## config.mk

```make
export PLATFORM = sky130hd
export DESIGN_NAME = calendar_date_up_down_counter
export DESIGN_NICKNAME = d
export VERILOG_FILES = /design/src/sv/cdc_pkg.sv /design/src/sv/calendar_date_up_down_counter.sv /design/src/sv/cdc_step.sv
export VERILOG_INCLUDE_DIRS = /design/src /design/src/sv
export SDC_FILE = /design/constraint.sdc
export NUM_CORES = 1
export LEC_CHECK = 0
export BUFFER_PORTS_ARGS = -buffer_cell sky130_fd_sc_hd__buf_2
export CORE_MARGIN = 2
export CORE_UTILIZATION = 65
export DETAILED_ROUTE_END_ITERATION = 12
export HOLD_SLACK_MARGIN = 0.03
export PLACE_DENSITY = 0.84
export SYNTH_ARGS = -nofsm -noshare
export SYNTH_HDL_FRONTEND = slang
export SYNTH_SLANG_ARGS = --single-unit
```

## constraint.sdc

```tcl
create_clock -name clk -period 12 [get_ports clk]
set_input_delay 2.4 -clock clk [delete_from_list [all_inputs] [get_ports clk]]
set_output_delay 2.4 -clock clk [all_outputs]
set_load 0.005 [all_outputs]
```

## src/sv/calendar_date_up_down_counter_defines.svh

```systemverilog
// Assertion macros shared by the calendar date counter RTL.
// No dependencies; included by files that carry concurrent assertions.
`ifndef CALENDAR_DATE_UP_DOWN_COUNTER_DEFINES_SVH
`define CALENDAR_DATE_UP_DOWN_COUNTER_DEFINES_SVH

// Same-cycle implication, disabled while reset is asserted
`define CDC_ASSERT_IMP(label, clk, rst_n, ante, cons) \
    label: assert property (@(posedge clk) disable iff (!rst_n) (ante) |-> (cons)) \
        else $error("calendar date counter: same-cycle check failed");

// Next-cycle implication, disabled while reset is asserted
`define CDC_ASSERT_NXT(label, clk, rst_n, ante, cons) \
    label: assert property (@(posedge clk) disable iff (!rst_n) (ante) |=> (cons)) \
        else $error("calendar date counter: next-cycle check failed");

`endif

```

## src/sv/cdc_pkg.sv

```systemverilog
// Types, codes and calendar helper functions for the date counter.
// No dependencies; imported by cdc_step, calendar_date_up_down_counter and the testbench.
package cdc_pkg;

    localparam int YEAR_W  = 14;
    localparam int MONTH_W = 4;
    localparam int DAY_W   = 5;
    localparam int KEY_W   = YEAR_W + MONTH_W + DAY_W;

    localparam logic [MONTH_W-1:0] MONTH_FIRST = 4'd1;
    localparam logic [MONTH_W-1:0] MONTH_LAST  = 4'd12;
    localparam logic [DAY_W-1:0]   DAY_FIRST   = 5'd1;
    localparam logic [DAY_W-1:0]   DAY_DEC     = 5'd31;

    // floor(y * 5243 / 2^19) == floor(y / 100) for every 14-bit year
    localparam logic [12:0] HUNDRED_RECIP = 13'd5243;
    localparam int          HUNDRED_SHIFT = 19;
    localparam int          PROD_W        = YEAR_W + 13;

    typedef enum logic [1:0] {
        OP_LOAD = 2'd0,
        OP_INC  = 2'd1,
        OP_DEC  = 2'd2,
        OP_CMP  = 2'd3
    } op_t;

    typedef enum logic [1:0] {
        ST_OK      = 2'd0,
        ST_INVALID = 2'd1,
        ST_LIMIT   = 2'd2
    } status_t;

    localparam logic signed [1:0] ORD_LESS    = -2'sd1;
    localparam logic signed [1:0] ORD_EQUAL   = 2'sd0;
    localparam logic signed [1:0] ORD_GREATER = 2'sd1;

    typedef struct packed {
        logic [YEAR_W-1:0]  year;
        logic [MONTH_W-1:0] month;
        logic [DAY_W-1:0]   day;
    } date_t;

    typedef struct packed {
        op_t   op;
        date_t date;
        logic  leap;
    } item_t;

    typedef struct packed {
        date_t             date;
        status_t           status;
        logic signed [1:0] order;
    } step_res_t;

    // Gregorian leap rule without a divider
    function automatic logic leap_of(input logic [YEAR_W-1:0] y);
        logic [PROD_W-1:0] prod;
        logic [7:0]        q;
        logic [YEAR_W:0]   hund;
        prod = PROD_W'(y) * PROD_W'(HUNDRED_RECIP);
        q    = prod[HUNDRED_SHIFT +: 8];
        hund = ((YEAR_W+1)'(q) << 6) + ((YEAR_W+1)'(q) << 5) + ((YEAR_W+1)'(q) << 2);
        return (y[1:0] == 2'd0) && ((hund != {1'b0, y}) || (q[1:0] == 2'd0));
    endfunction

    // Month length; months outside the calendar count as 31 days
    function automatic logic [DAY_W-1:0] month_len(input logic leap,
                                                   input logic [MONTH_W-1:0] m);
        logic [DAY_W-1:0] len;
        case (m)
            4'd2:                      len = leap ? 5'd29 : 5'd28;
            4'd4, 4'd6, 4'd9, 4'd11:   len = 5'd30;
            default:                   len = 5'd31;
        endcase
        return len;
    endfunction

endpackage

```

## src/sv/calendar_date_up_down_counter.sv

```systemverilog
// Gregorian date up/down counter top level: input register, date state, result register.
// Depends on cdc_pkg, cdc_step and calendar_date_up_down_counter_defines.svh.
//
//  channel | handshake            | payload
//  --------+----------------------+---------------------------------------------------
//  in      | in_valid / in_ready  | operation, in_year, in_month, in_day
//  out     | out_valid / out_ready| cur_year, cur_month, cur_day, status, order, leap_year
//
// An accepted item is held in the input register; when the result register is empty or being
// drained, the next edge runs it through the date update into the result register, so while
// out_ready stays high one item per cycle is sustained.
// The date itself is the state register and changes only when a result is loaded, so
// it stays put while a result is stalled. Reset gives 0000-01-01 with both stages empty.
// The input register takes a new item while a result waits, then input stalls too.
`include "calendar_date_up_down_counter_defines.svh"
module calendar_date_up_down_counter
    import cdc_pkg::*;
#(
    parameter int YEAR_LIMIT = 9999
)
(
    input  logic                clk,
    input  logic                rst_n,
    input  logic                in_valid,
    output logic                in_ready,
    input  logic [1:0]          operation,
    input  logic [YEAR_W-1:0]   in_year,
    input  logic [MONTH_W-1:0]  in_month,
    input  logic [DAY_W-1:0]    in_day,
    output logic                out_valid,
    input  logic                out_ready,
    output logic [YEAR_W-1:0]   cur_year,
    output logic [MONTH_W-1:0]  cur_month,
    output logic [DAY_W-1:0]    cur_day,
    output logic [1:0]          status,
    output logic signed [1:0]   order,
    output logic                leap_year
);

    localparam logic [YEAR_W-1:0] LIMIT_Y = YEAR_W'(YEAR_LIMIT);

    logic              s1_valid_reg;
    logic              s1_valid_next;
    item_t             s1_item_reg;
    item_t             s1_item_next;
    logic              out_valid_reg;
    logic              out_valid_next;
    status_t           status_reg;
    status_t           status_next;
    logic signed [1:0] order_reg;
    logic signed [1:0] order_next;
    date_t             date_reg;
    date_t             date_next;
    logic              cur_leap;
    logic              in_take;
    logic              advance;
    step_res_t         res;

    // Handshake: the result stage moves when it is empty or being drained
    assign advance  = s1_valid_reg && (!out_valid_reg || out_ready);
    assign in_ready = !s1_valid_reg || advance;
    assign in_take  = in_valid && in_ready;

    // Capture the item and its leap flag
    always_comb
    begin
        s1_valid_next          = in_take || (s1_valid_reg && !advance);
        s1_item_next.op        = op_t'(operation);
        s1_item_next.date      = '{year: in_year, month: in_month, day: in_day};
        s1_item_next.leap      = leap_of(in_year);
    end

    assign cur_leap = leap_of(date_reg.year);

    cdc_step #(
        .YEAR_LIMIT (YEAR_LIMIT)
    ) u_step (
        .item     (s1_item_reg),
        .cur      (date_reg),
        .cur_leap (cur_leap),
        .res      (res)
    );

    // Select next date and result
    always_comb
    begin
        out_valid_next = advance || (out_valid_reg && !out_ready);
        date_next      = advance ? res.date   : date_reg;
        status_next    = advance ? res.status : status_reg;
        order_next     = advance ? res.order  : order_reg;
    end

    // Hold control state and the date
    always_ff @(posedge clk or negedge rst_n)
    begin
        if (!rst_n)
        begin
            s1_valid_reg  <= 1'b0;
            out_valid_reg <= 1'b0;
            date_reg      <= '{year: '0, month: MONTH_FIRST, day: DAY_FIRST};
        end
        else
        begin
            s1_valid_reg  <= s1_valid_next;
            out_valid_reg <= out_valid_next;
            date_reg      <= date_next;
        end
    end

    // Hold payload
    always_ff @(posedge clk or negedge rst_n)
    begin
        if (!rst_n)
        begin
            s1_item_reg <= '0;
            status_reg  <= ST_OK;
            order_reg   <= ORD_EQUAL;
        end
        else
        begin
            if (in_take)
            begin
                s1_item_reg <= s1_item_next;
            end
            status_reg <= status_next;
            order_reg  <= order_next;
        end
    end

    assign out_valid = out_valid_reg;
    assign cur_year  = date_reg.year;
    assign cur_month = date_reg.month;
    assign cur_day   = date_reg.day;
    assign status    = status_reg;
    assign order     = order_reg;
    assign leap_year = cur_leap;

    // Stored date is always a real calendar date within range
    `CDC_ASSERT_IMP(a_date_valid, clk, rst_n, 1'b1,
        (date_reg.year <= LIMIT_Y) && (date_reg.month >= MONTH_FIRST)
        && (date_reg.month <= MONTH_LAST) && (date_reg.day >= DAY_FIRST)
        && (date_reg.day <= month_len(cur_leap, date_reg.month)))
    // A stalled result keeps its date
    `CDC_ASSERT_NXT(a_stall_date, clk, rst_n, out_valid_reg && !out_ready,
        date_reg == $past(date_reg))
    // A rejected or limited item leaves the date untouched
    `CDC_ASSERT_NXT(a_reject_hold, clk, rst_n, advance && (res.status != ST_OK),
        date_reg == $past(date_reg))
    // An ordering result only comes with an ok status
    `CDC_ASSERT_IMP(a_order_ok, clk, rst_n, out_valid_reg && (order_reg != ORD_EQUAL),
        status_reg == ST_OK)

endmodule

```

## src/sv/cdc_step.sv

```systemverilog
// Date update for one item: load, step forward, step back or compare.
// Depends on cdc_pkg; purely combinational, used by the top level.
module cdc_step
    import cdc_pkg::*;
#(
    parameter int YEAR_LIMIT = 9999
)
(
    input  item_t     item,
    input  date_t     cur,
    input  logic      cur_leap,
    output step_res_t res
);

    localparam logic [YEAR_W-1:0] LIMIT_Y = YEAR_W'(YEAR_LIMIT);

    logic [KEY_W-1:0]   cur_key;
    logic [KEY_W-1:0]   in_key;
    logic [DAY_W-1:0]   cur_len;
    logic [DAY_W-1:0]   in_len;
    logic [DAY_W-1:0]   prev_len;
    logic [MONTH_W-1:0] prev_month;
    logic               in_ok;
    logic               at_top;
    logic               at_bottom;

    // Compare keys and month lengths
    always_comb
    begin
        cur_key    = {cur.year, cur.month, cur.day};
        in_key     = {item.date.year, item.date.month, item.date.day};
        cur_len    = month_len(cur_leap, cur.month);
        in_len     = month_len(item.leap, item.date.month);
        prev_month = cur.month - MONTH_FIRST;
        prev_len   = month_len(cur_leap, prev_month);
        in_ok      = (item.date.year <= LIMIT_Y)
                     && (item.date.month >= MONTH_FIRST) && (item.date.month <= MONTH_LAST)
                     && (item.date.day >= DAY_FIRST) && (item.date.day <= in_len);
        at_top     = cur_key >= {LIMIT_Y, MONTH_LAST, DAY_DEC};
        at_bottom  = cur_key <= {{YEAR_W{1'b0}}, MONTH_FIRST, DAY_FIRST};
    end

    // Apply the operation
    always_comb
    begin
        res.date   = cur;
        res.status = ST_OK;
        res.order  = ORD_EQUAL;
        unique case (item.op)
            OP_LOAD:
            begin
                if (in_ok)
                begin
                    res.date = item.date;
                end
                else
                begin
                    res.status = ST_INVALID;
                end
            end
            OP_INC:
            begin
                if (at_top)
                begin
                    res.status = ST_LIMIT;
                end
                else if (cur.day < cur_len)
                begin
                    res.date.day = cur.day + DAY_FIRST;
                end
                else
                begin
                    res.date.day = DAY_FIRST;
                    if (cur.month < MONTH_LAST)
                    begin
                        res.date.month = cur.month + MONTH_FIRST;
                    end
                    else
                    begin
                        res.date.month = MONTH_FIRST;
                        res.date.year  = cur.year + YEAR_W'(1);
                    end
                end
            end
            OP_DEC:
            begin
                if (at_bottom)
                begin
                    res.status = ST_LIMIT;
                end
                else if (cur.day > DAY_FIRST)
                begin
                    res.date.day = cur.day - DAY_FIRST;
                end
                else if (cur.month > MONTH_FIRST)
                begin
                    res.date.month = prev_month;
                    res.date.day   = prev_len;
                end
                else
                begin
                    // December is 31 days in every year
                    res.date.month = MONTH_LAST;
                    res.date.day   = DAY_DEC;
                    res.date.year  = cur.year - YEAR_W'(1);
                end
            end
            OP_CMP:
            begin
                if (!in_ok)
                begin
                    res.status = ST_INVALID;
                end
                else if (cur_key > in_key)
                begin
                    res.order = ORD_GREATER;
                end
                else if (cur_key < in_key)
                begin
                    res.order = ORD_LESS;
                end
                else
                begin
                    res.order = ORD_EQUAL;
                end
            end
        endcase
    end

endmodule

```

==> results of run 1 <==
## worst paths after layout
kind | startpoint | endpoint | slack (ns)
worst max-delay path | cur_year[11]$_DFFE_PN0P_ | leap_year | 0.77
worst min-delay path | s1_item_reg[12]$_DFFE_PN0P_ | s1_item_reg[12]$_DFFE_PN0P_ | 0.48
worst max register to register | cur_year[11]$_DFFE_PN0P_ | cur_year[0]$_DFFE_PN0P_ | 2.56
min in group asynchronous | rst_n | cur_day[4]$_DFFE_PN0P_ | 2.23
max in group asynchronous | rst_n | s1_item_reg[20]$_DFFE_PN0P_ | 9.28
worst min register to register | s1_item_reg[12]$_DFFE_PN0P_ | s1_item_reg[12]$_DFFE_PN0P_ | 0.48
## synthesized netlist by cell type, types with 4 or more instances
| cell | n | share of area |
|---|---|---|
| sky130_fd_sc_hd__mux2_2 | 18 | 0.016 |
| sky130_fd_sc_hd__nand2b_1 | 13 | 0.0065 |
| sky130_fd_sc_hd__inv_1 | 288 | 0.086 |
| sky130_fd_sc_hd__ha_1 | 294 | 0.29 |
| sky130_fd_sc_hd__mux2_4 | 9 | 0.011 |
| sky130_fd_sc_hd__a21oi_1 | 44 | 0.018 |
| sky130_fd_sc_hd__nor2b_1 | 8 | 0.0040 |
| sky130_fd_sc_hd__o22ai_1 | 15 | 0.0075 |
| sky130_fd_sc_hd__nand2_1 | 49 | 0.015 |
| sky130_fd_sc_hd__dfrtp_1 | 53 | 0.11 |
| sky130_fd_sc_hd__a221o_1 | 4 | 0.0032 |
| sky130_fd_sc_hd__and4_1 | 4 | 0.0028 |
| sky130_fd_sc_hd__nand4_1 | 15 | 0.0075 |
| sky130_fd_sc_hd__o21ai_0 | 56 | 0.022 |
| sky130_fd_sc_hd__or2_2 | 5 | 0.0025 |
| sky130_fd_sc_hd__a211oi_1 | 6 | 0.0036 |
| sky130_fd_sc_hd__a21boi_0 | 4 | 0.0024 |
| sky130_fd_sc_hd__nand3_1 | 23 | 0.0092 |
| sky130_fd_sc_hd__fa_1 | 137 | 0.22 |
| sky130_fd_sc_hd__nor4_1 | 10 | 0.0050 |
| sky130_fd_sc_hd__clkbuf_1 | 15 | 0.0045 |
| sky130_fd_sc_hd__nor2_1 | 50 | 0.015 |
| sky130_fd_sc_hd__o31ai_1 | 7 | 0.0042 |
| sky130_fd_sc_hd__and3_1 | 7 | 0.0035 |
| sky130_fd_sc_hd__xor2_1 | 27 | 0.019 |
| sky130_fd_sc_hd__o211ai_1 | 5 | 0.0030 |
| sky130_fd_sc_hd__mux2i_1 | 5 | 0.0040 |
| sky130_fd_sc_hd__nor3_1 | 13 | 0.0052 |
| sky130_fd_sc_hd__o21a_1 | 9 | 0.0054 |
| sky130_fd_sc_hd__a21o_1 | 24 | 0.014 |
| sky130_fd_sc_hd__xnor2_1 | 44 | 0.031 |
| sky130_fd_sc_hd__a31oi_1 | 6 | 0.0030 |
| sky130_fd_sc_hd__o21bai_1 | 6 | 0.0036 |
## placed cells by master, fill, tap and decap left out, types with 4 or more instances in the layout
cell type	instances
sky130_fd_sc_hd__nor2_1	50
sky130_fd_sc_hd__a21oi_1	44
sky130_fd_sc_hd__a221o_1	4
sky130_fd_sc_hd__buf_2	58
sky130_fd_sc_hd__o211ai_1	5
sky130_fd_sc_hd__nand3_1	23
sky130_fd_sc_hd__o21a_1	9
sky130_fd_sc_hd__a31oi_1	6
sky130_fd_sc_hd__o21ai_0	56
sky130_fd_sc_hd__o21bai_1	6
sky130_fd_sc_hd__nor4_1	10
sky130_fd_sc_hd__dfrtp_1	53
sky130_fd_sc_hd__and4_1	4
sky130_fd_sc_hd__a211oi_1	6
sky130_fd_sc_hd__nand2_1	49
sky130_fd_sc_hd__or2_2	5
sky130_fd_sc_hd__a21o_1	24
sky130_fd_sc_hd__nand4_1	15
sky130_fd_sc_hd__o31ai_1	7
sky130_fd_sc_hd__mux2_2	18
sky130_fd_sc_hd__o22ai_1	15
sky130_fd_sc_hd__buf_4	8
sky130_fd_sc_hd__and3_1	7
sky130_fd_sc_hd__nor3_1	13
sky130_fd_sc_hd__fa_1	137
sky130_fd_sc_hd__nand2b_1	13
sky130_fd_sc_hd__a21boi_0	4
sky130_fd_sc_hd__xnor2_1	44
sky130_fd_sc_hd__mux2i_1	5
sky130_fd_sc_hd__inv_1	288
sky130_fd_sc_hd__nor2b_1	8
sky130_fd_sc_hd__ha_1	294
sky130_fd_sc_hd__xor2_1	27
sky130_fd_sc_hd__mux2_4	9
sky130_fd_sc_hd__clkbuf_16	5
## area by class of cell
type	instances	area share
clock buffer	5	0.00943
clock inverter	3	0.00141
inverter	288	0.0815
multi-input combinational	966	0.753
sequential	55	0.104
tap	260	0.0245
timing repair buffer	66	0.0264
## logic make-up (layout without fill, tap and decap cells)
group / after synthesis / in the layout
AND/OR/NAND/NOR: 211 / 211
flip-flops: 55 / 55
AO/OA/AOI/OAI: 220 / 220
multiplexers: 32 / 32
adder cells (fa/ha/maj): 431 / 431
buffers and inverters: 306 / 362
XOR/XNOR: 72 / 72
## metrics by stage
step	area (um2)	setup slack, ns	utilization
global route	13300	0.172	0.705
finish	13300	0.774	0.705
detailed placement	13100	1.21	0.697
CTS	13300	0.850	0.705
global placement	13100	1.47	0.697
floorplan	12500	2.18	-
## worst reg2reg max path: cells and delay by family, from the launching register on
family / cells / cell delay (ns)
adder cells (fa/ha/maj): 8 / 3.44
AO/OA/AOI/OAI: 13 / 3.16
AND/OR/NAND/NOR: 4 / 0.95
flip-flops: 1 / 0.77
buffers and inverters: 6 / 0.35
multiplexers: 1 / 0.40
XOR/XNOR: 1 / 0.25
## layer usage
layer / global-route usage / vias to the layer above / part of all wire
li1: - / 4535 / -
met1: 0.399 / 4745 / 0.43
met2: 0.514 / 316 / 0.49
met3: 0.0506 / 65 / 0.059
met4: 0.0839 / 0 / 0.027
met5: 0 / - / 0
==> flow_results.xml, run 1 <==
<?xml version="1.0" encoding="UTF-8"?>
<metrics>
  <group name="status">
    <metric name="outcome" unit="">finished clean</metric>
  </group>
  <group name="timing">
    <metric name="worst_case_clock_skew" unit="ns">0.00761</metric>
    <metric name="final.setup.tns" unit="ns">0</metric>
    <metric name="finalHoldViolCount" unit="">0</metric>
    <metric name="fin_hold_ws" unit="ns">0.482</metric>
    <metric name="worst_slew_pin_slew" unit="ns">1.17</metric>
    <metric name="final.min_clock_period" unit="ns">11.23</metric>
    <metric name="slew_viol_final" unit="">0</metric>
    <metric name="setup_viol" unit="">0</metric>
    <metric name="relSlewSlack" unit="">0.214</metric>
    <metric name="fin_crit_sh" unit="">0.936</metric>
    <metric name="grt_setup_unrepaired" unit="">false</metric>
    <metric name="achievable-frequency" unit="MHz">89.1</metric>
  </group>
  <group name="cells_and_area">
    <metric name="fillers" unit="">1392</metric>
    <metric name="ff_latch_area" unit="um2">1380</metric>
    <metric name="areaGrowthSynthToFinish" unit="%">5.94</metric>
    <metric name="multi_input_area" unit="um2">9990</metric>
    <metric name="insertedDiodeCount" unit="">0</metric>
    <metric name="finalNetCount" unit="">1842</metric>
    <metric name="layoutNonFillerInstCount" unit="">1643</metric>
    <metric name="final_layout_size_suffix_gt1_frac" unit="">0.0889</metric>
    <metric name="flip_flop_count_of_the_largest_register_all_copies_and_words_added" unit="">26</metric>
  </group>
  <group name="die">
    <metric name="io_pins" unit="">59</metric>
    <metric name="num_rows" unit="">50</metric>
    <metric name="core_area" unit="um2">18800</metric>
    <metric name="dieArea" unit="um2">20400</metric>
    <metric name="die_width" unit="um">143</metric>
    <metric name="initial_utilization" unit="">0.665</metric>
    <metric name="chipHeight" unit="um">143</metric>
  </group>
  <group name="yosys">
    <metric name="number_of_synthesized_flops_with_an_enable_pin" unit="">0</metric>
    <metric name="yosys_warnings" unit="">0</metric>
    <metric name="ys_types" unit="">68</metric>
    <metric name="synth-adder-area-share" unit="">0.513</metric>
    <metric name="mappedNetlistArea" unit="um2">12500</metric>
    <metric name="synth_top_family_by_area" unit="">adder cells</metric>
    <metric name="synth_area_in_xor_xnor" unit="">0.0509</metric>
    <metric name="postSynth.asyncResetShare" unit="">1.00</metric>
    <metric name="yosys-mux-area-fraction" unit="">0.0310</metric>
    <metric name="netlist_instances" unit="">1327</metric>
    <metric name="synth.ff_latch_count" unit="">55</metric>
    <metric name="post_synth_and_or_nand_nor_area_fraction" unit="">0.0845</metric>
    <metric name="synth_top_flop_cell" unit="">sky130_fd_sc_hd__dfrtp_1</metric>
    <metric name="seq_area_frac_synth" unit="">0.110</metric>
    <metric name="mappedNetlistNets" unit="">1787</metric>
    <metric name="synthesized_area_fraction_occupied_by_ao_oa_aoi_and_oai_cells" unit="">0.119</metric>
    <metric name="post_synth.cell_area_avg" unit="um2">9.44</metric>
  </group>
  <group name="placement">
    <metric name="gpl.final_weighted_congestion" unit="">0.962</metric>
    <metric name="numPlacedInstances" unit="">1635</metric>
    <metric name="place.port_buffers" unit="">58</metric>
    <metric name="dp_hpwl" unit="um">25000</metric>
  </group>
  <group name="route">
    <metric name="detail_route.drc_violations" unit="">0</metric>
    <metric name="routed-via-count" unit="">9661</metric>
    <metric name="number_of_detailed_routing_iterations_run_before_antenna_repair" unit="">5</metric>
    <metric name="drtAntennaViolNets" unit="">0</metric>
    <metric name="first_iter_violations" unit="">479</metric>
    <metric name="via_per_inst" unit="">5.88</metric>
    <metric name="routed_wl" unit="um">29400</metric>
    <metric name="wl_per_cell" unit="um">17.9</metric>
  </group>
  <group name="global_routing">
    <metric name="first_global_vias" unit="">9839</metric>
    <metric name="pin_count_of_the_biggest_net_entering_global_routing" unit="">56</metric>
    <metric name="global_route.usage.total" unit="">0.302</metric>
    <metric name="initial_antenna_violation_count" unit="">0</metric>
    <metric name="grt_pass1_wl" unit="um">48700</metric>
    <metric name="gr-total-overflow" unit="">0</metric>
  </group>
  <group name="critical_path">
    <metric name="critical_path_arrival" unit="ns">8.83</metric>
    <metric name="timing.critical_path.depth" unit="">32</metric>
    <metric name="start_kind" unit="">flop</metric>
    <metric name="timing.critical_path.buf_inv" unit="">7</metric>
    <metric name="worst-r2r-cell-count" unit="">33</metric>
    <metric name="cpMaxStageDelayCell" unit="">sky130_fd_sc_hd__dfrtp_1</metric>
    <metric name="timing.setup.critical_path_class" unit="">reg2out</metric>
    <metric name="cp.required" unit="ns">9.60</metric>
    <metric name="critical_path_peak_fanout" unit="">13</metric>
    <metric name="crit_path_max_incr_delay" unit="ns">0.77</metric>
    <metric name="library_cell_appearing_most_often_on_the_critical_path" unit="">sky130_fd_sc_hd__inv_1</metric>
    <metric name="setup.worst_path.end_class" unit="">output port</metric>
    <metric name="critical-path-top-delay-family" unit="">adder cells</metric>
  </group>
  <group name="clocking">
    <metric name="cts.repair_timing.setup_buffer_count" unit="">0</metric>
    <metric name="cts_htree_levels" unit="">2</metric>
    <metric name="clock_latency" unit="ns">0.30</metric>
    <metric name="numClockSinks" unit="">55</metric>
    <metric name="tritoncts" unit="">built</metric>
    <metric name="cts-buffers-inserted" unit="">5</metric>
    <metric name="cts_buffer_depth" unit="">2</metric>
    <metric name="clock_tree.root_cell" unit="">sky130_fd_sc_hd__clkbuf_16</metric>
    <metric name="cts_hold_buffers" unit="">0</metric>
    <metric name="cts.repair.resized" unit="">0</metric>
    <metric name="worst_setup_hold_path_clk_slew" unit="ns">0.08</metric>
  </group>
  <group name="min_path">
    <metric name="holdCritPathClass" unit="">reg2reg</metric>
    <metric name="hold_path_depth" unit="">2</metric>
  </group>
  <group name="run">
    <metric name="drv.max_cap_violation_count" unit="">0</metric>
  </group>
</metrics>
Power of run 1 is not shown: default switching activity piles up to over one toggle a cycle in this logic, so the estimate is an artifact.
==> inputs of run 2 (changes only) <==
ABC_CLOCK_PERIOD_IN_PS = 11300   (was default)
clock period = 11.3 ns   (was 12 ns; I/O delays follow)
==> run 2 against run 1 <==
Net effect:
- first-iteration DRC count is 17% higher
- cell count increased by 0.24%
- critical path depth did not move
- clock-buffer cell count is 1 higher
- highest routed layer unchanged
- wire length increased by 1.3%
- critical path type unchanged
- clock skew rose by 0.0053 ns
- worst setup slack lost 0.26 ns
- sequential cell count unchanged
- final area up 0.43%
==> flow_results.xml, run 2 (synthesis results as in run 1) <==
<?xml version="1.0" encoding="UTF-8"?>
<metrics>
  <group name="route">
    <metric name="first_iter_violations" unit="">559</metric>
    <metric name="number_of_detailed_routing_iterations_run_before_antenna_repair" unit="">5</metric>
    <metric name="routed-via-count" unit="">9754</metric>
    <metric name="detail_route.drc_violations" unit="">0</metric>
    <metric name="wl_per_cell" unit="um">18.1</metric>
    <metric name="drtAntennaViolNets" unit="">0</metric>
    <metric name="routed_wl" unit="um">29800</metric>
    <metric name="via_per_inst" unit="">5.92</metric>
  </group>
  <group name="cells_and_area">
    <metric name="postLayoutCellArea" unit="um2">13300</metric>
    <metric name="fin_util" unit="">0.708</metric>
    <metric name="layout_common_cells" unit="">sky130_fd_sc_hd__ha_1 (294), sky130_fd_sc_hd__inv_1 (288), sky130_fd_sc_hd__fa_1 (137)</metric>
    <metric name="mostFrequentLayoutCell" unit="">sky130_fd_sc_hd__ha_1</metric>
    <metric name="flip_flop_count_of_the_largest_register_all_copies_and_words_added" unit="">26</metric>
    <metric name="fillers" unit="">1380</metric>
    <metric name="areaGrowthSynthToFinish" unit="%">6.40</metric>
    <metric name="finalNetCount" unit="">1845</metric>
    <metric name="final_layout_size_suffix_gt1_frac" unit="">0.0981</metric>
  </group>
  <group name="die">
    <metric name="core_area" unit="um2">18800</metric>
    <metric name="initial_utilization" unit="">0.665</metric>
    <metric name="num_rows" unit="">50</metric>
    <metric name="die_width" unit="um">143</metric>
    <metric name="io_pins" unit="">59</metric>
    <metric name="chipHeight" unit="um">143</metric>
    <metric name="dieArea" unit="um2">20400</metric>
  </group>
  <group name="clocking">
    <metric name="tritoncts" unit="">built</metric>
    <metric name="clock_tree.root_cell" unit="">sky130_fd_sc_hd__clkbuf_16</metric>
    <metric name="numClockSinks" unit="">55</metric>
    <metric name="worst_setup_hold_path_clk_slew" unit="ns">0.08</metric>
    <metric name="clock_latency" unit="ns">0.31</metric>
    <metric name="cts_htree_levels" unit="">2</metric>
    <metric name="cts_buffer_depth" unit="">2</metric>
    <metric name="cts-buffers-inserted" unit="">5</metric>
  </group>
  <group name="global_routing">
    <metric name="first_global_vias" unit="">9970</metric>
    <metric name="gr-total-overflow" unit="">0</metric>
    <metric name="global_route.usage.total" unit="">0.304</metric>
    <metric name="pin_count_of_the_biggest_net_entering_global_routing" unit="">56</metric>
    <metric name="grt_pass1_wl" unit="um">49000</metric>
    <metric name="initial_antenna_violation_count" unit="">0</metric>
  </group>
  <group name="critical_path">
    <metric name="cpMaxStageDelayCell" unit="">sky130_fd_sc_hd__dfrtp_4</metric>
    <metric name="timing.setup.critical_path_class" unit="">reg2out</metric>
    <metric name="crit_path_max_incr_delay" unit="ns">0.59</metric>
    <metric name="worst-r2r-cell-count" unit="">33</metric>
    <metric name="library_cell_appearing_most_often_on_the_critical_path" unit="">sky130_fd_sc_hd__inv_1</metric>
    <metric name="start_kind" unit="">flop</metric>
    <metric name="critical_path_peak_fanout" unit="">13</metric>
    <metric name="critical_path_arrival" unit="ns">8.52</metric>
    <metric name="setup.worst_path.end_class" unit="">output port</metric>
    <metric name="cp.required" unit="ns">9.04</metric>
  </group>
  <group name="timing">
    <metric name="worst_case_clock_skew" unit="ns">0.0129</metric>
    <metric name="fin_crit_sh" unit="">0.954</metric>
    <metric name="fin_hold_ws" unit="ns">0.482</metric>
    <metric name="finalHoldViolCount" unit="">0</metric>
    <metric name="final.min_clock_period" unit="ns">10.78</metric>
    <metric name="grt_setup_unrepaired" unit="">false</metric>
    <metric name="slew_viol_final" unit="">0</metric>
    <metric name="achievable-frequency" unit="MHz">92.8</metric>
    <metric name="relSlewSlack" unit="">0.197</metric>
    <metric name="setup_viol" unit="">0</metric>
    <metric name="final.setup.tns" unit="ns">0</metric>
    <metric name="worst_slew_pin_slew" unit="ns">1.20</metric>
  </group>
  <group name="run">
    <metric name="drv.max_cap_violation_count" unit="">0</metric>
  </group>
  <group name="placement">
    <metric name="postPlaceCellArea" unit="um2">13200</metric>
    <metric name="gpl.final_weighted_congestion" unit="">0.971</metric>
    <metric name="dp_hpwl" unit="um">24900</metric>
    <metric name="place.port_buffers" unit="">58</metric>
  </group>
  <group name="min_path">
    <metric name="hold_path_depth" unit="">2</metric>
    <metric name="holdCritPathClass" unit="">reg2reg</metric>
  </group>
  <group name="status">
    <metric name="outcome" unit="">finished clean</metric>
  </group>
</metrics>
-- run 2: critical path: cells and delay by family, from the launching register on --
| kind | cells | cell delay (ns) |
|---|---|---|
| adders and majority gates | 8 | 3.50 |
| xor gates and xnor gates | 1 | 0.26 |
| DFF | 1 | 0.59 |
| AOI/OAI and AO/OA | 14 | 3.09 |
| buffers and inverters | 7 | 0.53 |
| and+or+nand+nor | 2 | 0.22 |
-- run 2: per-layer routing --
metal  global-route usage  up-vias  share of wire
met3               0.0480       84          0.059
met4                0.105        0          0.038
met2                0.518      315           0.48
met5                    0        -              0
met1                0.395     4805           0.42
li1                     -     4550              -
-- run 2: area by class of cell --
cell class | count | area, um2 | area share
Multi-Input combinational cell | 966 | 10000 | 0.750
Sequential cell | 55 | 1390 | 0.104
Inverter | 288 | 1080 | 0.0811
Timing Repair Buffer | 69 | 373 | 0.0280
Tap cell | 260 | 325 | 0.0244
Clock buffer | 6 | 139 | 0.0104
Clock inverter | 2 | 20.0 | 0.00150
Antenna cell | 1 | 2.50 | 0.000188
-- run 2: path summary, 6_finish.rpt --
kind	start	end	slack, ns
max in group asynchronous	rst_n	cur_year[11]$_DFFE_PN0P_	8.68
worst max register to register	cur_year[11]$_DFFE_PN0P_	cur_year[1]$_DFFE_PN0P_	2.16
worst min register to register	s1_item_reg[12]$_DFFE_PN0P_	s1_item_reg[12]$_DFFE_PN0P_	0.48
min in group asynchronous	rst_n	cur_year[7]$_DFFE_PN0P_	2.09
worst min-delay path	s1_item_reg[12]$_DFFE_PN0P_	s1_item_reg[12]$_DFFE_PN0P_	0.48
worst max-delay path	cur_year[11]$_DFFE_PN0P_	leap_year	0.52
-- run 2: through the flow --
stage               setup slack [ns]  std cells
floorplan                       1.62       1327
global placement               0.913       1638
detailed placement             0.577       1638
CTS                            0.217       1646
global route                  0.0945       1646
finish                         0.519       1647
-- run 2: what timing repair did --
item / in CTS / in global routing
setup buffers: 0 / 0
resized for setup: 0 / 11
endpoints found under the setup margin: 0 / 1
hold buffers: 0 / 0
Power of run 2 is left out for the same reason.
